`src/rtl/uwh_pkg.sv`:
```
// Package for the universal word hash accumulator.
// Holds widths, register indexes, reset values and the sequencer types.
// No dependencies.
package uwh_pkg;

	localparam int XLEN      = 64;
	localparam int DLEN      = 63;
	localparam int CNT_W     = 6;
	localparam int CFG_IDX_W = 2;

	localparam logic [CFG_IDX_W-1:0] CFG_MULTIPLIER = 2'd0;
	localparam logic [CFG_IDX_W-1:0] CFG_OFFSET     = 2'd1;
	localparam logic [CFG_IDX_W-1:0] CFG_PRIME      = 2'd2;
	localparam logic [CFG_IDX_W-1:0] CFG_TABLE_SIZE = 2'd3;

	localparam logic [XLEN-1:0] MULT_RESET   = 64'd1;
	localparam logic [XLEN-1:0] OFFSET_RESET = 64'd0;
	localparam logic [DLEN-1:0] PRIME_RESET  = 63'd2147483647;
	localparam logic [DLEN-1:0] TABLE_RESET  = 63'd1024;

	localparam logic [CNT_W-1:0] CNT_LAST = {CNT_W{1'b1}};

	typedef enum logic [2:0] {
		ST_IDLE,
		ST_MUL,
		ST_OFS,
		ST_ABS,
		ST_DIV,
		ST_SIGN,
		ST_ACC
	} state_t;

	// Sequencer to datapath control.
	typedef struct packed {
		state_t phase;
		logic   pass;
		logic   start;
		logic   acc_go;
		logic   last;
	} ctl_t;

	// Datapath to sequencer status.
	typedef struct packed {
		logic div_zero;
	} stat_t;

endpackage

```
`src/rtl/uwh_stream_if.sv`:
```
// Stream interfaces for message words and hash results.
// Depends on uwh_pkg for the data width.
interface uwh_word_if
	import uwh_pkg::*;
();
	logic                   valid;
	logic                   ready;
	logic signed [XLEN-1:0] word;
	logic                   last;

	modport source (output valid, output word, output last, input ready);
	modport sink   (input valid, input word, input last, output ready);
endinterface

interface uwh_hash_if
	import uwh_pkg::*;
();
	logic                   valid;
	logic                   ready;
	logic signed [XLEN-1:0] hash_sum;

	modport source (output valid, output hash_sum, input ready);
	modport sink   (input valid, input hash_sum, output ready);
endinterface

```
`src/rtl/uwh_ctrl.sv`:
```
// Sequencer for the hash accumulator: phase state machine and bit counter.
// Depends on uwh_pkg.
module uwh_ctrl
	import uwh_pkg::*;
(
	input  logic  clk,
	input  logic  arst_n,
	input  logic  start,
	input  logic  start_last,
	input  logic  out_busy,
	input  stat_t stat,
	output ctl_t  ctl,
	output logic  ready
);

	state_t           state_q, state_d;
	logic [CNT_W-1:0] cnt_q, cnt_d;
	logic             pass_q, pass_d;
	logic             last_q;
	logic             acc_go;

	always_ff @(posedge clk or negedge arst_n) begin
		if (!arst_n) begin
			state_q <= ST_IDLE;
			cnt_q   <= '0;
			pass_q  <= 1'b0;
			last_q  <= 1'b0;
		end else begin
			state_q <= state_d;
			cnt_q   <= cnt_d;
			pass_q  <= pass_d;
			if (start) begin
				last_q <= start_last;
			end
		end
	end

	// A closing word waits in the accumulate phase until the result register is free.
	assign acc_go = (state_q == ST_ACC) && (!last_q || !out_busy);

	always_comb begin
		state_d = state_q;
		pass_d  = pass_q;
		cnt_d   = '0;
		case (state_q)
			ST_IDLE: begin
				if (start) begin
					state_d = ST_MUL;
				end
			end
			ST_MUL: begin
				cnt_d = cnt_q + 1'b1;
				if (cnt_q == CNT_LAST) begin
					state_d = ST_OFS;
				end
			end
			ST_OFS: begin
				pass_d  = 1'b0;
				state_d = ST_ABS;
			end
			ST_ABS: begin
				// A zero divisor leaves the value as it is and skips the pass.
				if (stat.div_zero) begin
					if (pass_q) begin
						state_d = ST_ACC;
					end else begin
						pass_d = 1'b1;
					end
				end else begin
					state_d = ST_DIV;
				end
			end
			ST_DIV: begin
				cnt_d = cnt_q + 1'b1;
				if (cnt_q == CNT_LAST) begin
					state_d = ST_SIGN;
				end
			end
			ST_SIGN: begin
				if (pass_q) begin
					state_d = ST_ACC;
				end else begin
					pass_d  = 1'b1;
					state_d = ST_ABS;
				end
			end
			ST_ACC: begin
				if (acc_go) begin
					state_d = ST_IDLE;
				end
			end
			default: begin
				state_d = ST_IDLE;
			end
		endcase
	end

	assign ready      = (state_q == ST_IDLE);
	assign ctl.phase  = state_q;
	assign ctl.pass   = pass_q;
	assign ctl.start  = start;
	assign ctl.acc_go = acc_go;
	assign ctl.last   = last_q;

endmodule

```
`src/rtl/uwh_datapath.sv`:
```
// Datapath of the hash accumulator built around one shared 65-bit adder.
// Runs shift-add multiply, restoring remainder and sign fixes. Depends on uwh_pkg.
module uwh_datapath
	import uwh_pkg::*;
(
	input  logic            clk,
	input  ctl_t            ctl,
	input  logic [XLEN-1:0] word,
	input  logic [XLEN-1:0] multiplier,
	input  logic [XLEN-1:0] offset,
	input  logic [DLEN-1:0] prime_modulus,
	input  logic [DLEN-1:0] table_size,
	input  logic [XLEN-1:0] running_sum,
	output stat_t           stat,
	output logic [XLEN-1:0] add_res
);

	logic [XLEN-1:0] val_q;
	logic [XLEN-1:0] a_q;
	logic [XLEN-1:0] b_q;
	logic            neg_q;

	logic [DLEN-1:0] divisor;
	logic [XLEN-1:0] shifted;
	logic [XLEN:0]   op_a, op_b, sum;
	logic            cin;
	logic            fits;

	assign divisor = ctl.pass ? table_size : prime_modulus;
	assign shifted = {b_q[XLEN-2:0], a_q[XLEN-1]};

	always_comb begin
		op_a = '0;
		op_b = '0;
		cin  = 1'b0;
		case (ctl.phase)
			ST_MUL: begin
				op_a = {1'b0, val_q};
				op_b = {1'b0, a_q};
			end
			ST_OFS: begin
				op_a = {1'b0, val_q};
				op_b = {1'b0, offset};
			end
			ST_ABS: begin
				op_b = val_q[XLEN-1] ? {1'b0, ~val_q} : {1'b0, val_q};
				cin  = val_q[XLEN-1];
			end
			ST_DIV: begin
				op_a = {1'b0, shifted};
				op_b = ~{2'b00, divisor};
				cin  = 1'b1;
			end
			ST_SIGN: begin
				op_b = neg_q ? {1'b0, ~b_q} : {1'b0, b_q};
				cin  = neg_q;
			end
			ST_ACC: begin
				op_a = {1'b0, running_sum};
				op_b = {1'b0, val_q};
			end
			default: begin
				op_a = '0;
			end
		endcase
	end

	assign sum  = op_a + op_b + {{XLEN{1'b0}}, cin};
	// The trial subtract cannot go below -2^64, so bit 64 is the borrow.
	assign fits = !sum[XLEN];

	always_ff @(posedge clk) begin
		if (ctl.start) begin
			val_q <= '0;
			a_q   <= word;
			b_q   <= multiplier;
		end else begin
			case (ctl.phase)
				ST_MUL: begin
					if (b_q[0]) begin
						val_q <= sum[XLEN-1:0];
					end
					a_q <= {a_q[XLEN-2:0], 1'b0};
					b_q <= {1'b0, b_q[XLEN-1:1]};
				end
				ST_OFS: begin
					val_q <= sum[XLEN-1:0];
				end
				ST_ABS: begin
					neg_q <= val_q[XLEN-1];
					a_q   <= sum[XLEN-1:0];
					b_q   <= '0;
				end
				ST_DIV: begin
					b_q <= fits ? sum[XLEN-1:0] : shifted;
					a_q <= {a_q[XLEN-2:0], 1'b0};
				end
				ST_SIGN: begin
					val_q <= sum[XLEN-1:0];
				end
				default: begin
					val_q <= val_q;
				end
			endcase
		end
	end

	assign stat.div_zero = (divisor == '0);
	assign add_res       = sum[XLEN-1:0];

endmodule

```
`src/rtl/universal_word_hash_accumulator.sv`:
```
// Universal word hash accumulator: ((word*multiplier + offset) rem prime) rem table_size,
// summed over a message. Each word runs the multiply steps, the offset add, two remainder
// passes (absolute value, divide steps, sign fix) and the accumulate; a zero divisor skips
// the divide steps and sign fix of its pass. A new word is taken only once the last one is
// through, as all steps share the one adder. Reset clears the running sum, the result valid
// flag and the sequencer and loads the register reset values; no clearing pass is needed.
module universal_word_hash_accumulator
	import uwh_pkg::*;
(
	input  logic                 clk,
	input  logic                 arst_n,
	input  logic                 cfg_we,
	input  logic [CFG_IDX_W-1:0] cfg_index,
	input  logic [XLEN-1:0]      cfg_data,
	uwh_word_if.sink             msg,
	uwh_hash_if.source           hash
);

	logic [XLEN-1:0] mult_q;
	logic [XLEN-1:0] offset_q;
	logic [DLEN-1:0] prime_q;
	logic [DLEN-1:0] table_q;
	logic [XLEN-1:0] sum_q;
	logic [XLEN-1:0] out_q;
	logic            out_valid_q;

	ctl_t            ctl;
	stat_t           stat;
	logic            ready;
	logic            start;
	logic [XLEN-1:0] add_res;

	assign start = msg.valid && ready;

	always_ff @(posedge clk or negedge arst_n) begin
		if (!arst_n) begin
			mult_q   <= MULT_RESET;
			offset_q <= OFFSET_RESET;
			prime_q  <= PRIME_RESET;
			table_q  <= TABLE_RESET;
		end else if (cfg_we) begin
			case (cfg_index)
				CFG_MULTIPLIER: mult_q   <= cfg_data;
				CFG_OFFSET:     offset_q <= cfg_data;
				CFG_PRIME:      prime_q  <= cfg_data[DLEN-1:0];
				CFG_TABLE_SIZE: table_q  <= cfg_data[DLEN-1:0];
				default:        mult_q   <= mult_q;
			endcase
		end
	end

	uwh_ctrl u_ctrl (
		.clk        (clk),
		.arst_n     (arst_n),
		.start      (start),
		.start_last (msg.last),
		.out_busy   (out_valid_q && !hash.ready),
		.stat       (stat),
		.ctl        (ctl),
		.ready      (ready)
	);

	uwh_datapath u_datapath (
		.clk           (clk),
		.ctl           (ctl),
		.word          (msg.word),
		.multiplier    (mult_q),
		.offset        (offset_q),
		.prime_modulus (prime_q),
		.table_size    (table_q),
		.running_sum   (sum_q),
		.stat          (stat),
		.add_res       (add_res)
	);

	always_ff @(posedge clk or negedge arst_n) begin
		if (!arst_n) begin
			sum_q       <= '0;
			out_valid_q <= 1'b0;
		end else begin
			if (ctl.acc_go && ctl.last) begin
				out_valid_q <= 1'b1;
			end else if (hash.ready) begin
				out_valid_q <= 1'b0;
			end
			if (ctl.acc_go) begin
				if (ctl.last) begin
					sum_q <= '0;
				end else begin
					sum_q <= add_res;
				end
			end
		end
	end

	always_ff @(posedge clk) begin
		if (ctl.acc_go && ctl.last) begin
			out_q <= add_res;
		end
	end

	assign msg.ready     = ready;
	assign hash.valid    = out_valid_q;
	assign hash.hash_sum = out_q;

	// A word transfer always starts a multi-cycle computation.
	a_busy_after_start: assert property (@(posedge clk) disable iff (!arst_n)
		(msg.valid && msg.ready) |=> !msg.ready)
		else $error("input ready right after a word transfer");

	// A result appears only out of the accumulate phase.
	a_result_from_acc: assert property (@(posedge clk) disable iff (!arst_n)
		$rose(hash.valid) |-> $past(ctl.phase == ST_ACC))
		else $error("result loaded outside the accumulate phase");

	// Emitting a result clears the running sum.
	a_sum_cleared: assert property (@(posedge clk) disable iff (!arst_n)
		$rose(hash.valid) |-> (sum_q == '0))
		else $error("running sum not cleared with the result");

endmodule

```
`src/flat_wrapper.sv`:
```
// flat-port wrapper written by rule: the top's interface ports become plain ports
module universal_word_hash_accumulator_flat import uwh_pkg::*;
  (clk, arst_n, cfg_we, cfg_index, cfg_data, msg_valid, msg_word, msg_last, msg_ready, hash_valid, hash_hash_sum, hash_ready);
  uwh_word_if msg_i ();
  uwh_hash_if hash_i ();
  input  logic clk;
  input  logic arst_n;
  input  logic cfg_we;
  input  logic [CFG_IDX_W-1:0] cfg_index;
  input  logic [XLEN-1:0] cfg_data;
  input wire logic [$bits(msg_i.valid)-1:0] msg_valid;
  input wire logic [$bits(msg_i.word)-1:0] msg_word;
  input wire logic [$bits(msg_i.last)-1:0] msg_last;
  output wire logic [$bits(msg_i.ready)-1:0] msg_ready;
  output wire logic [$bits(hash_i.valid)-1:0] hash_valid;
  output wire logic [$bits(hash_i.hash_sum)-1:0] hash_hash_sum;
  input wire logic [$bits(hash_i.ready)-1:0] hash_ready;
  assign msg_i.valid = msg_valid;
  assign msg_i.word = msg_word;
  assign msg_i.last = msg_last;
  assign msg_ready = msg_i.ready;
  assign hash_valid = hash_i.valid;
  assign hash_hash_sum = hash_i.hash_sum;
  assign hash_i.ready = hash_ready;
  universal_word_hash_accumulator u_core (.clk(clk), .arst_n(arst_n), .cfg_we(cfg_we), .cfg_index(cfg_index), .cfg_data(cfg_data), .msg(msg_i), .hash(hash_i));
endmodule
```
`config.mk`:
```
export PLATFORM = sky130hd
export DESIGN_NAME = universal_word_hash_accumulator_flat
export DESIGN_NICKNAME = d
export VERILOG_FILES = /design/src/rtl/uwh_pkg.sv /design/src/rtl/uwh_stream_if.sv /design/src/rtl/uwh_ctrl.sv /design/src/rtl/uwh_datapath.sv /design/src/rtl/universal_word_hash_accumulator.sv /design/src/flat_wrapper.sv
export SDC_FILE = /design/constraint.sdc
export NUM_CORES = 1
export LEC_CHECK = 0
export BUFFER_PORTS_ARGS = -buffer_cell sky130_fd_sc_hd__buf_2
export CORE_UTILIZATION = 47
export CTS_CLUSTER_SIZE = 25
export DETAILED_ROUTE_END_ITERATION = 12
export GPL_TIMING_DRIVEN = 0
export SETUP_SLACK_MARGIN = 0.2
export SKIP_LAST_GASP = 1
export SYNTH_ARGS = -nofsm -noshare
export SYNTH_HDL_FRONTEND = slang
export SYNTH_SLANG_ARGS = --single-unit
```
`constraint.sdc`:
```
create_clock -name clk -period 14.85 [get_ports clk]
set_input_delay 1.485 -clock clk [delete_from_list [all_inputs] [get_ports clk]]
set_output_delay 1.485 -clock clk [all_outputs]
set_load 0.01 [all_outputs]
```
# Word level (Yosys, flattened, before mapping)
# Cells that the tools add are included.
# op_classes
addsub	3
eq_ne	17
muxes	27
bitwise_logic	4
reduce_logical	27
# op_table
op	n
$mux 64	7
$pmux 65 s6	1
$pmux 64 s3	2
$pmux 64 s2	2
$not 64->64	2
$add 65x1->65	1
$add 65x65->65	1
$not 63->65	1
$logic_not 63->1	1
$mux 63	1
$mux 3	7
$pmux 3 s7	1
$reduce_and 2->1	7
$ne 2x2->1 const B	5
$eq 3x3->1 const B	3
$add 6x1->6 const B	1
$eq 3x2->1 const B	2
$eq 6x6->1 const B	1
$mux 6	1
$pmux 1 s3	2
$reduce_bool 3->1	2
$reduce_or 2->1	3
$reduce_and 5->1	1
$eq 2x2->1 const B	2
13 further kinds	21
# totals
reg_bits	587
inputBits	136
out_inout_bits	66
word_cells	93

# Longest topological paths before layout
# logic_depth
word_depth	8
depth_mapped	22
ltp_nobuf	18

# Cells and area by module
# Synthesis repeated with hierarchy kept, for this count alone.
# hier_totals
hier_cells	3385
area_unflattened_um2	33437.1
# modules_own_cells
mod	instances	cells_each	area_each_um2	seq_area_each_um2
uwh_datapath	1	2437	18497.7	5154.9
universal_word_hash_accumulator	1	882	14296.2	9945.8
uwh_ctrl	1	66	643.1	275.3

# Worst setup path after synthesis
# Ideal clock, no wire load.
# synth_path
kind	input to register
startpoint	input hash_ready
endpoint	register u_core.out_q[0], in the netlist u_core.hash.hash_sum[0] (enable)
setup_ps	487
t_arrival_ps	4592
t_required_ps	14363
setup_slack_ps	9771
stages	5
n_path_buf	1
path_cell_list	nor2b_1 > nand2_1 > nand3_1 > clkbuf_1 > nor2_1
# synth_via
elab_chain_cells	6
# synth_rtl
element	line_no	text
start, declared	flat_wrapper.sv:17	input wire logic [$bits(hash_i.ready)-1:0] hash_ready;
$logic_not 1->1	universal_word_hash_accumulator.sv:57	.out_busy (out_valid_q && !hash.ready),
$logic_and 1x1->1	universal_word_hash_accumulator.sv:57	
$logic_not 1->1	uwh_ctrl.sv:39	assign acc_go = (state_q == ST_ACC) && (!last_q || !out_busy);
$logic_or 1x1->1	uwh_ctrl.sv:39	
$logic_and 1x1->1	uwh_ctrl.sv:39	
$logic_and 1x1->1	universal_word_hash_accumulator.sv:97	if (ctl.acc_go && ctl.last) begin
end signal, assigned	universal_word_hash_accumulator.sv:98	out_q <= add_res;
end, declared	universal_word_hash_accumulator.sv:24	logic [XLEN-1:0] out_q;
# Every way passes these cells.
# A chain may end at the register's enable or synchronous reset.

# Worst setup path in the final report
# layout_path
startpoint	register u_core.u_ctrl.state_q[1]
endpoint	register u_core.out_q[61], in the netlist u_core.hash.hash_sum[61], data pin
# layout_via
elab_chain_cells	5
elab_cells_between_ends	12
classes_between	add/sub: 2; eq/ne: 6; mux: 3; reduce/logical: 1
# layout_rtl
element	line_no	text
start, declared	uwh_ctrl.sv:16	state_t state_q, state_d;
start signal, assigned	uwh_ctrl.sv:29	state_q <= state_d;
$eq 3x1->1 / $eq 3x2->1 (equally long branches)	uwh_datapath.sv:36	case (ctl.phase)
$reduce_or 2->1 (no line)	--	
$pmux 64 s3	uwh_datapath.sv:36	
$add 65x65->65	uwh_datapath.sv:68	assign sum = op_a + op_b + {{XLEN{1'b0}}, cin};
$add 65x1->65 (*)	uwh_datapath.sv:68	
via u_core.add_res[61]	universal_word_hash_accumulator.sv:31	logic [XLEN-1:0] add_res;
# The timed path passes the listed nets; every way through them passes the cells marked *.

==> flow_summary.toml <==
[place]
place_area_um2 = 34400
io_buffers = 201
gp_congestion = 0.993
post-place-cells = 4298
dp_hpwl_um = 92000

[sta]
maxSlewHeadroom = -0.0147
skew_ns = 0.0209
period_needed_ns = 8.20
finalSetupViolations = 0
tns_ns = 0
max_slew.worst_pin.slew_ns = 1.52
slew_viol_final = 12
max_freq_ghz = 0.122
grt_setup_unrepaired = "no"
finalCritPeriodShare = 0.552
hold_viol = 0

[cells_and_area]
nNetsFinal = 3699
finish.utilization = 0.545
fin_area_um2 = 36700
areaGrowthSynthToFinish_pct = 14.6
instances_no_fill = 4430
drive_gt1_frac = 0.181

[die]
initial_core_util = 0.476
dieArea_um2 = 69200
dieWidth_um = 263
std_cell_rows = 95
coreArea_um2 = 67300
io_pins = 202
fp.dieH_um = 263

[status]
status = "finished with violations"
violations = "max-capacitance violations, max-slew violations"

[synthesis]
yosys.area.top_type_share = 0.232
async_reset_ff_frac = 0.562
yosys.cell_types.count = 70
synth_area_leaders = "dfrtp_1, edfxtp_1, mux2_2"
syn_inst = 3212
synth-main-ff-cell = "dfrtp_1"
postSynthAreaPerCell_um2 = 9.97
yosysWarnings = 0
yosysSeqAreaShare = 0.480
synth_edf_count = 193
ys_seq_elements = 587
syn-num-nets = 3414
netlist_area_um2 = 32000
yosys.area.top_type = "dfrtp_1"

[worst_setup_path]
worst-path-buf-inv = 4
critPathKind = "flop to flop"
slowest_stage = "buf_1"
r2r_slack_ns = 6.65
crit_chain = "clkbuf_1 -> buf_1 -> xnor2_1 -> nor2_2 -> clkbuf_1 -> a21oi_1 -> fa_1 -> nand2b_1 -> a21oi_1 -> o21ai_0 -> a211oi_1 -> o311a_1 -> o21bai_1 -> o21ai_0 -> a41oi_1 -> xor2_1 -> inv_1"
required_ns = 15.16
r2r_cells = 17
crit_path_end_kind = "flop"
critPathTopFamily = "compound AO/OA/AOI/OAI gates"
crit_path_start_kind = "flop"
crit_path_max_fanout = 10
cp.arrival_ns = 8.51
rr_startpoint = "u_core.u_ctrl.state_q[1]"
timing.rr.end = "u_core.hash.hash_sum[61]"
slowest_delay_ns = 0.90

[routing]
drc = 0
vias = 28030
drt_iter0_markers = 3149
wirelength_um = 124000
drt-pass1-iter-count = 7
avgViaCountPerCell = 6.33
avgRoutedWirePerCell_um = 28.0
drtAntennaViolNets = 0

[power_and_ir_drop]
ir_drop_mv = 0.172
internal_power_w = 0.00530
combPwrFrac = 0.544
leakage_nw = 15.0
power_w = 0.0103
power_density_nw_per_um2 = 280
p_switching_w = 0.00495
pwr-share-seq = 0.287
clockPowerShare = 0.169
switching_share = 0.483

[clock_tree]
cts_made_buffers = 69
cts.sinks = 587
cts_max_path_buffers = 3
h-tree-depth = 3
cts_resized = 0
cts_tree = "done"
hold_buffers = 0
cts_setup_buffers = 0
cts_root_buf = "clkbuf_16"
clk_pin_slew_ns = 0.06
clk_latency_ns = 0.63

[grt]
grt_max_degree = 114
overflow = 0
grt_pass1_wl_um = 183000
grt_pass1_vias = 27387
track_usage = 0.356
antenna_found_initial = 3

[hold_path]
hp-start = "u_core.u_datapath.val_q[21]"
holdPathStages = 2
min_to = "u_core.u_datapath.val_q[21]"
hp-class = "flop to flop"

[job]
drv_cap = 1
-- registers in the layout, summed over array words and instances (netlist names), 6 cells and up --
name / cells
u_core.prime_q: 63
u_core.hash.hash_sum: 64
u_core.sum_q: 64
u_core.u_datapath.val_q: 64
u_core.table_q: 63
u_core.u_ctrl.cnt_q: 6
u_core.u_datapath.b_q: 64
u_core.offset_q: 64
u_core.mult_q: 64
u_core.u_datapath.a_q: 64
-- cell usage in the layout, fill, tap and decap left out, drive strengths merged, types with 6 or more instances in the layout --
cell / instances
nor4: 30
nor2: 207
mux2i: 183
nand2b: 8
ha: 64
o211ai: 8
inv: 34
edfxtp: 193
o221ai: 6
a31oi: 59
mux2: 254
xnor2: 100
clkbuf: 278
a22oi: 107
a211oi: 14
nand3: 88
a221o: 6
nor3: 17
o21a: 8
dfxtp: 64
xor2: 29
o31ai: 6
a21o: 19
buf: 257
a22o: 58
and2: 6
nand2: 453
o21ai: 249
a21oi: 278
dfstp: 33
dfrtp: 297
nor2b: 13
or2: 6
o21bai: 12
clkinv: 16
and3: 9
nand4: 29
-- layer usage --
metal / up-vias / track usage / wire length [um] / part of all wire
met5: - / 0 / 0 / 0
li1: 12291 / - / - / -
met3: 249 / 0.0631 / 10800 / 0.087
met4: 0 / 0.148 / 5670 / 0.046
met2: 1456 / 0.545 / 55000 / 0.44
met1: 14034 / 0.498 / 52700 / 0.42
-- worst register-to-register path, stage by stage (launching register included) --
cell and delay [ns]:
dfrtp_1 0.35, clkbuf_1 0.37, buf_1 0.90, xnor2_1 0.17, nor2_2 0.80, clkbuf_1 0.79, a21oi_1 0.20, fa_1 0.45
nand2b_1 0.18, a21oi_1 0.31, o21ai_0 0.39, a211oi_1 0.67, o311a_1 0.37, o21bai_1 0.13, o21ai_0 0.61, a41oi_1 0.26
xor2_1 0.68, inv_1 0.25
-- through the flow --
stage / setup WS [ns] / hold slack, ns
floorplan: 9.77 / 0.450
global placement: 5.74 / 0.462
detailed placement: 6.47 / 0.470
CTS: 6.42 / 0.480
global route: 6.56 / 0.500
finish: 6.65 / 0.481
-- cell type report --
cell class	instances	area [um^2]
Clock buffer	100	1960
Multi-Input combinational cell	2375	15700
Inverter	29	109
Tap cell	873	1090
Fill cell	6039	30600
Antenna cell	3	7.51
Clock inverter	28	285
Buffer	221	866
Timing Repair Buffer	214	1270
Sequential cell	587	15400
-- synth_stat cells (7+ instances only) --
| cell type | number |
|---|---|
| o21ai_1 | 7 |
| a22oi_1 | 107 |
| a21o_1 | 19 |
| a22o_1 | 58 |
| buf_2 | 10 |
| nor4_1 | 30 |
| dfxtp_1 | 64 |
| inv_1 | 29 |
| nand2b_1 | 8 |
| xor2_1 | 27 |
| a21oi_1 | 278 |
| edfxtp_1 | 193 |
| nor3_1 | 17 |
| mux2_2 | 254 |
| xnor2_1 | 99 |
| dfrtp_1 | 297 |
| nand2_1 | 452 |
| nor2_1 | 207 |
| dfstp_2 | 33 |
| and3_1 | 9 |
| nor2b_1 | 13 |
| mux2i_1 | 183 |
| o21a_1 | 8 |
| ha_1 | 64 |
| nand3_1 | 88 |
| a211oi_1 | 13 |
| buf_1 | 28 |
| o21ai_0 | 241 |
| o21bai_1 | 12 |
| clkbuf_1 | 178 |
| nand4_1 | 29 |
| o211ai_1 | 8 |
| a31oi_1 | 59 |
-- worst max path at each step --
| stage | start | endpoint | slack, ns | cells past startpoint |
|---|---|---|---|---|
| 3_3_place_gp | arst_n | u_core.mult_q[32] | 5.74 | 1 |
| 3_5_place_dp | u_core.u_ctrl.state_q[1] | u_core.hash.hash_sum[61] | 6.47 | 17 |
| 2_1_floorplan | hash_ready | u_core.hash.hash_sum[0] | 9.77 | 5 |
| 6_report | u_core.u_ctrl.state_q[1] | u_core.hash.hash_sum[61] | 6.65 | 17 |
| 4_1_cts | u_core.u_ctrl.state_q[1] | u_core.hash.hash_sum[61] | 6.42 | 17 |
| 5_1_grt | u_core.u_ctrl.state_q[1] | u_core.hash.hash_sum[61] | 6.56 | 17 |
-- cells by family (layout without fill, tap and decap cells) --
kind of cell	Yosys count	in the layout	share of synthesized area
other cells	0	3	0
simple gates	880	880	0.117
mux	437	437	0.147
compound gates	863	863	0.164
fa+ha+maj	66	66	0.0263
buf+inv	250	592	0.0304
xor+xnor	129	129	0.0360
flops	587	587	0.480
-- power by group through the flow --
| stage | clock network (W) | registers [W] | logic [W] |
|---|---|---|---|
| final | 0.00174 | 0.00294 | 0.00558 |
| after CTS | 0.00175 | 0.00292 | 0.00545 |
| after detailed placement | 0 | 0.00294 | 0.00542 |
| after floorplan | 0 | 0.00281 | 0.00359 |
| after global placement | 0 | 0.00297 | 0.00528 |
| after global routing | 0.00180 | 0.00299 | 0.00600 |
(Power assumes the default switching activity.)
